<file path="src/rtl/lodd_pkg.sv">
// Package for the lock-order deadlock detector: sizes, command codes and
// status codes. No dependencies.
`default_nettype none
package lodd_pkg;
    localparam int LockCount  = 32;
    localparam int StackDepth = 16;
    localparam int IdW        = $clog2(LockCount);
    localparam int SpW        = $clog2(StackDepth);
    localparam int CntW       = $clog2(StackDepth + 1);
    localparam int DfsW       = $clog2(LockCount + 1);

    typedef enum logic [0:0] {
        CMD_ACQUIRE = 1'b0,
        CMD_RELEASE = 1'b1
    } t_cmd;

    typedef enum logic [2:0] {
        ST_OK             = 3'd0,
        ST_DEADLOCK       = 3'd1,
        ST_MULTI_UNLOCK   = 3'd2,
        ST_INVALID_UNLOCK = 3'd3,
        ST_OVERFLOW       = 3'd4,
        ST_HALTED         = 3'd5
    } t_status;
endpackage
`default_nettype wire

</file>
<file path="src/rtl/lock_order_deadlock_detector.sv">
// Top level of the lock-order deadlock detector: lock stack, order matrix
// and an iterative depth-first search engine. Depends on lodd_pkg.
`default_nettype none
// Each beat on the input carries an acquire or release of one lock id and
// produces exactly one result beat. An acquire that adds a new lock-order
// edge starts a depth-first search over the order matrix. The search examines
// one candidate per cycle: the pass over the roots checks one id at a time,
// and each visited node scans every neighbor and is then popped. A deadlock
// ends the search early. The block is not ready while it searches. A result
// waits in the output register until taken. Any fault halts the block until
// reset.
module lock_order_deadlock_detector (
    input  wire logic        i_clk,
    input  wire logic        i_rst_n,
    input  wire logic        s_axis_tvalid,
    output logic             s_axis_tready,
    input  wire logic [7:0]  s_axis_tdata,  // [0] command, [5:1] lock_id
    output logic             m_axis_tvalid,
    input  wire logic        m_axis_tready,
    output logic [15:0]      m_axis_tdata   // [2:0] status, [7:3] cycle_from,
                                            // [12:8] cycle_to
);
    localparam int IW = lodd_pkg::IdW;
    localparam int LC = lodd_pkg::LockCount;

    typedef enum logic [2:0] {
        S_IDLE, S_ROOT, S_SCAN, S_DONE, S_OUT
    } t_state;

    t_state r_state;
    logic [LC-1:0] r_edges [LC];
    logic [LC-1:0] r_seen, r_visited, r_finished;
    logic [IW-1:0] r_held [lodd_pkg::StackDepth];
    logic [lodd_pkg::CntW-1:0] r_count;
    logic r_halted;
    logic [IW:0]   r_order [LC];
    logic [IW-1:0] r_snode [LC];
    logic [IW-1:0] r_snext [LC];
    logic [lodd_pkg::DfsW-1:0] r_sp;
    logic [IW:0]   r_root;
    logic [IW:0]   r_vcnt;
    logic [IW:0]   r_n;
    logic [IW-1:0] r_id;
    logic [2:0]    r_status;
    logic [IW-1:0] r_from, r_to;

    logic [IW-1:0] w_h, w_n, w_top;
    logic [lodd_pkg::DfsW-1:0] w_spm1;

    assign w_spm1 = r_sp - 1'b1;
    assign w_h = r_snode[w_spm1[IW-1:0]];
    assign w_n = r_n[IW-1:0];
    assign w_top = r_held[r_count[lodd_pkg::SpW-1:0] - 1'b1];
    assign s_axis_tready = (r_state == S_IDLE);
    assign m_axis_tvalid = (r_state == S_OUT);
    assign m_axis_tdata = {3'b000, r_to, r_from, r_status};

    always_ff @(posedge i_clk) begin
        if (!i_rst_n) begin
            r_state  <= S_IDLE;
            r_seen   <= '0;
            r_count  <= '0;
            r_halted <= 1'b0;
            for (int i = 0; i < LC; i++) r_edges[i] <= '0;
        end else begin
            unique case (r_state)
                S_IDLE: if (s_axis_tvalid) begin
                    r_id   <= s_axis_tdata[IW:1];
                    r_from <= '0;
                    r_to   <= '0;
                    if (r_halted) begin
                        r_status <= lodd_pkg::ST_HALTED;
                        r_state  <= S_OUT;
                    end else if (s_axis_tdata[0] == lodd_pkg::CMD_ACQUIRE) begin
                        r_seen[s_axis_tdata[IW:1]] <= 1'b1;
                        if (r_count >= lodd_pkg::CntW'(lodd_pkg::StackDepth)) begin
                            r_status <= lodd_pkg::ST_OVERFLOW;
                            r_halted <= 1'b1;
                            r_state  <= S_OUT;
                        end else if (r_count != '0 && w_top != s_axis_tdata[IW:1]
                                     && !r_edges[w_top][s_axis_tdata[IW:1]]) begin
                            r_edges[w_top][s_axis_tdata[IW:1]] <= 1'b1;
                            r_status   <= lodd_pkg::ST_OK;
                            r_visited  <= '0;
                            r_finished <= '0;
                            r_root     <= '0;
                            r_vcnt     <= '0;
                            r_state    <= S_ROOT;
                        end else begin
                            r_held[r_count[lodd_pkg::SpW-1:0]] <= s_axis_tdata[IW:1];
                            r_count  <= r_count + 1'b1;
                            r_status <= lodd_pkg::ST_OK;
                            r_state  <= S_OUT;
                        end
                    end else begin
                        r_state <= S_OUT;
                        if (r_count == '0) begin
                            r_status <= lodd_pkg::ST_MULTI_UNLOCK;
                            r_halted <= 1'b1;
                        end else if (w_top != s_axis_tdata[IW:1]) begin
                            r_status <= lodd_pkg::ST_INVALID_UNLOCK;
                            r_halted <= 1'b1;
                        end else begin
                            r_status <= lodd_pkg::ST_OK;
                            r_count  <= r_count - 1'b1;
                        end
                    end
                end
                // Pick the next unvisited seen root, one id per cycle.
                S_ROOT: begin
                    if (r_root[IW]) begin
                        r_state <= S_DONE;
                    end else begin
                        if (r_seen[r_root[IW-1:0]] && !r_visited[r_root[IW-1:0]]) begin
                            r_order[r_root[IW-1:0]]   <= r_vcnt;
                            r_vcnt                    <= r_vcnt + 1'b1;
                            r_visited[r_root[IW-1:0]] <= 1'b1;
                            r_snode[0] <= r_root[IW-1:0];
                            r_n        <= '0;
                            r_sp       <= lodd_pkg::DfsW'(1);
                            r_state    <= S_SCAN;
                        end
                        r_root <= r_root + 1'b1;
                    end
                end
                // One candidate neighbor of the node on top per cycle.
                S_SCAN: begin
                    if (r_n[IW]) begin
                        r_finished[w_h] <= 1'b1;
                        r_sp <= w_spm1;
                        if (w_spm1 == '0) r_state <= S_ROOT;
                        else r_n <= {1'b0, r_snext[w_spm1[IW-1:0] - 1'b1]} +
                                    (r_snext[w_spm1[IW-1:0] - 1'b1] == '0 ?
                                     (IW+1)'(LC) : '0);
                    end else if (!r_edges[w_h][w_n]) begin
                        r_n <= r_n + 1'b1;
                    end else if (!r_visited[w_n]) begin
                        r_snext[w_spm1[IW-1:0]] <= w_n + 1'b1;
                        r_order[w_n]   <= r_vcnt;
                        r_vcnt         <= r_vcnt + 1'b1;
                        r_visited[w_n] <= 1'b1;
                        r_snode[r_sp[IW-1:0]] <= w_n;
                        r_sp <= r_sp + 1'b1;
                        r_n  <= '0;
                    end else if (r_order[w_h] >= r_order[w_n] && !r_finished[w_n]) begin
                        r_status <= lodd_pkg::ST_DEADLOCK;
                        r_from   <= w_h;
                        r_to     <= w_n;
                        r_halted <= 1'b1;
                        r_state  <= S_OUT;
                    end else begin
                        r_n <= r_n + 1'b1;
                    end
                end
                S_DONE: begin
                    r_held[r_count[lodd_pkg::SpW-1:0]] <= r_id;
                    r_count <= r_count + 1'b1;
                    r_state <= S_OUT;
                end
                S_OUT: if (m_axis_tready) r_state <= S_IDLE;
                default: r_state <= S_IDLE;
            endcase
        end
    end
endmodule
`default_nettype wire

</file>
<file path="config.mk">
export PLATFORM = sky130hd
export DESIGN_NAME = lock_order_deadlock_detector
export DESIGN_NICKNAME = d
export VERILOG_FILES = /design/src/rtl/lodd_pkg.sv /design/src/rtl/lock_order_deadlock_detector.sv
export SDC_FILE = /design/constraint.sdc
export NUM_CORES = 2
export LEC_CHECK = 0
export BUFFER_PORTS_ARGS = -buffer_cell sky130_fd_sc_hd__buf_2
export CORE_MARGIN = 4
export CORE_UTILIZATION = 40
export DETAILED_ROUTE_END_ITERATION = 10
export HOLD_SLACK_MARGIN = 0.1
export PLACE_DENSITY = 0.53
export SETUP_SLACK_MARGIN = 0.05
export SYNTH_ARGS = -nofsm -noshare
export SYNTH_HDL_FRONTEND = slang
export SYNTH_SLANG_ARGS = --single-unit
</file>
<file path="constraint.sdc">
create_clock -name i_clk -period 25.1 [get_ports i_clk]
set_clock_uncertainty 0.05 [all_clocks]
set_input_delay 2.51 -clock i_clk [delete_from_list [all_inputs] [get_ports i_clk]]
set_output_delay 2.51 -clock i_clk [all_outputs]
set_load 0.02 [all_outputs]
</file>
==> results.cfg <==
[finish]
drive_above_1_share_pct = 11.96
nNetsFinal = 7723
utilization_pct = 44.61
syn_to_final_growth_pct = 10.82

[synth]
ys_seq_area_share_pct = 49.59
synthFlopType = dfxtp_1
ys_types = 83
syn_avg_cell_area_um2 = 10.72
synth-seq-cells = 1768
syn-instance-count = 7973
synthArstFlopShare_pct = 0
synth_edf_count = 698
synthesis.area_mm2 = 0.08547
yosys_warnings = 0

[drt]
vias = 71160
drtAntennaViolNets = 0
drtIter0Drc = 9935
wl_per_cell_um = 32.73
wl_um = 349800
vias_per_cell = 6.659
first_pass_iters = 8
drc = 0

[timing]
fin_crit_sh_pct = 45.64
finalHoldViolations = 0
tightest_slew_ns = 1.393
max_freq_ghz = 0.08729
setup_tns_ns = 0
grt_setup_unrepaired = no
setup_violations = 0
period_minus_slack_ns = 11.46
finalMaxSlewViolations = 0
slew_headroom_pct = 6.264

[global_routing]
gr-total-overflow = 0
grt_antenna_before_repair = 27
grt_max_degree = 185
grt_pass1_wl_um = 495800
grt_pass1_vias = 65790
grt.total_usage_pct = 30.39

[floorplan]
core_mm2 = 0.2123
die_h_um = 470.2
io_pins = 30
die_x_um = 470.2
initial_utilization_pct = 40.26
num_rows = 169
dieArea_mm2 = 0.2211

[worst_setup_path]
cp_max_fo = 48
worstPathArrival_ns = 11.86
cp-start-kind = register
cpMostUsedCell = buf_4
path_cells = inv_1 -> ha_1 -> nor3b_1 -> nand3_1 -> a21boi_1 -> buf_4 -> o22a_1 -> buf_4 -> nand3_4 -> buf_4 -> buf_4 -> buf_4 -> mux2i_1 -> a32oi_1 -> o22ai_1 -> a211o_1 -> o311ai_1 -> o2111ai_1 -> nor4bb_4 -> buf_4 -> nand3_2 -> buf_4 -> a21o_1 -> o22ai_1
crit_path_end_kind = register
critPathSlowestCell = o22ai_1
slowest_delay_ns = 0.92
cp.required_ns = 25.50
crit_type = register to register

[cts]
clk_pin_slew_ns = 0.06
cts_resized = 0
cts_inserted_buffers = 189
cts.htree.levels = 4
cts_root_buffer = clkbuf_16
clock_path_buffers = 3
cts_tree = built
clock_latency_ns = 0.88
postCtsHoldBufs = 0
clock_sinks = 1768
post_cts_buffers = 0

[run_status]
outcome = complete, no violations

[placed_design]
dp_hpwl_um = 223300
finalWeightedCongestion = 0.9319
portBuffers = 24

[job]
maxCapViolations = 0

[pwr]
power.leakage_nw = 33.21
ir_worst_vdd_uv = 103.2
power_density_mw_per_mm2 = 84.07

[min_path]
hold_path_class = register to register
==> cells by family (layout without fill, tap and decap cells) <==
| group | count (synthesis) | in the layout | synth area share, % |
|---|---|---|---|
| adder cells (fa/ha/maj) | 25 | 25 | 0.3660 |
| AO/OA/AOI/OAI | 2173 | 2173 | 19.63 |
| XOR/XNOR | 27 | 27 | 0.2767 |
| AND/OR/NAND/NOR | 2183 | 2183 | 11.59 |
| multiplexers | 979 | 979 | 14.46 |
| other | 1 | 23 | 0.004388 |
| buffers and inverters | 817 | 687 | 4.087 |
| flip-flops | 1768 | 1768 | 49.59 |
==> cell usage in the layout (no fill, tap or decap), drive strengths merged, types with 15 or more instances in the layout <==
master | netlist | final
a2111oi | 20 | 20
a211oi | 264 | 264
a21oi | 312 | 312
a221oi | 66 | 66
a22o | 858 | 858
a22oi | 44 | 44
a311oi | 20 | 20
a31oi | 40 | 40
a32o | 90 | 90
a32oi | 61 | 61
and2 | 62 | 62
and3 | 37 | 37
and4 | 22 | 22
buf | 370 | 270
clkbuf | 380 | 264
clkinv | 6 | 63
dfxtp | 1070 | 1070
diode | 0 | 20
edfxtp | 698 | 698
ha | 25 | 25
inv | 61 | 70
mux2 | 87 | 87
mux2i | 696 | 696
mux4 | 196 | 196
nand2 | 849 | 849
nand2b | 15 | 15
nand3 | 222 | 222
nand4 | 85 | 85
nor2 | 549 | 549
nor2b | 162 | 162
nor3 | 99 | 99
nor4 | 39 | 39
o2111ai | 25 | 25
o211ai | 55 | 55
o21ai | 158 | 158
o22ai | 45 | 45
xnor2 | 17 | 17
==> layer usage <==
layer	track usage, %	routed length [µm]	up-vias
li1	-	-	30020
met1	42.58	145100	35840
met2	43.50	146800	4393
met3	7.515	37860	901
met4	15.29	19960	8
met5	0.06489	50	-
==> state kept, by name, indices dropped and copies added, names as in the netlist, 6 cells and up, named ones only <==
register / count
r_seen: 32
r_sp: 6
r_finished: 32
r_snode: 160
r_held: 80
r_snext: 160
r_vcnt: 6
r_root: 6
r_visited: 32
r_order: 192
r_n: 6
r_edges: 1024
==> cell usage after synthesis (all sizes together), types with 14 or more instances <==
library cell	count	share of area, %
a31oi	40	0.29
nand2b	15	0.11
a32oi	61	0.63
a21oi	312	1.8
and4	22	0.23
a22oi	44	0.39
nand3	222	1.3
a211o	14	0.14
mux2	87	1.1
nand4	85	0.62
buf	370	2.1
nor4	39	0.30
clkbuf	380	1.7
a2111oi	20	0.26
o211ai	55	0.48
a22o	858	8.8
xnor2	17	0.17
a211oi	264	2.3
o22ai	45	0.33
nor3	99	0.59
nor2	549	2.4
nand2	849	3.7
a311oi	20	0.20
mux2i	696	8.2
and3	37	0.27
edfxtp	698	25
a32o	90	1.1
and2	62	0.45
ha	25	0.37
o2111ai	25	0.26
a221oi	66	0.68
inv	61	0.27
nor2b	162	1.2
dfxtp	1070	25
o21ai	158	0.93
mux4	196	5.2
==> final timing paths <==
path,startpoint,endpoint,slack (ns),cells after the start
worst max-delay path,r_sp[0]$_SDFFCE_PN1P_,r_order[31][2]$_DFFE_PP_,13.64,24
worst min-delay path,r_seen[6]$_SDFFE_PN0P_,r_seen[6]$_SDFFE_PN0P_,0.41,2
worst max register to register,r_sp[0]$_SDFFCE_PN1P_,r_order[31][2]$_DFFE_PP_,13.64,24
worst min register to register,r_seen[6]$_SDFFE_PN0P_,r_seen[6]$_SDFFE_PN0P_,0.41,2
==> worst max-delay path: cells and delay by family (launching register included) <==
family          cells  cell delay, ns
compound gates      9            3.26
fa+ha+maj           1            0.74
buf+inv             8            3.60
flops               1            0.48
mux                 1            0.21
simple gates        5            2.54
==> cell type report <==
| class | instances | area [µm²] |
|---|---|---|
| inverter | 67 | 251.5 |
| timing repair buffer | 270 | 2115 |
| fill | 19900 | 117600 |
| antenna | 20 | 50.05 |
| clock inverter | 86 | 962.2 |
| tap | 2821 | 3530 |
| clock buffer | 264 | 5343 |
| sequential | 1768 | 42390 |
| multi-input combinational | 5390 | 40080 |
==> metrics by stage <==
step	setup slack, ns	total power, mW	instance area, µm²	hold WS (ns)	std cells
floorplan	16.21	4.259	85470	0.3815	7975
global placement	14.06	5.059	88360	0.3947	10320
detailed placement	13.98	5.058	88360	0.3997	10320
CTS	13.92	7.904	94660	0.4133	10670
global route	13.42	8.121	94660	0.4361	10670
finish	13.64	7.963	94710	0.4107	10690
==> power by group <==
part	total (mW)	leakage, nW	internal (mW)	switching (mW)
combinational	2.08	15.2	0.522	1.56
clock	2.88	3.08	1.64	1.24
sequential	3.01	14.9	2.99	0.0160
total	7.96	33.2	5.15	2.81
Note: power is estimated with default switching activity, not from simulation.
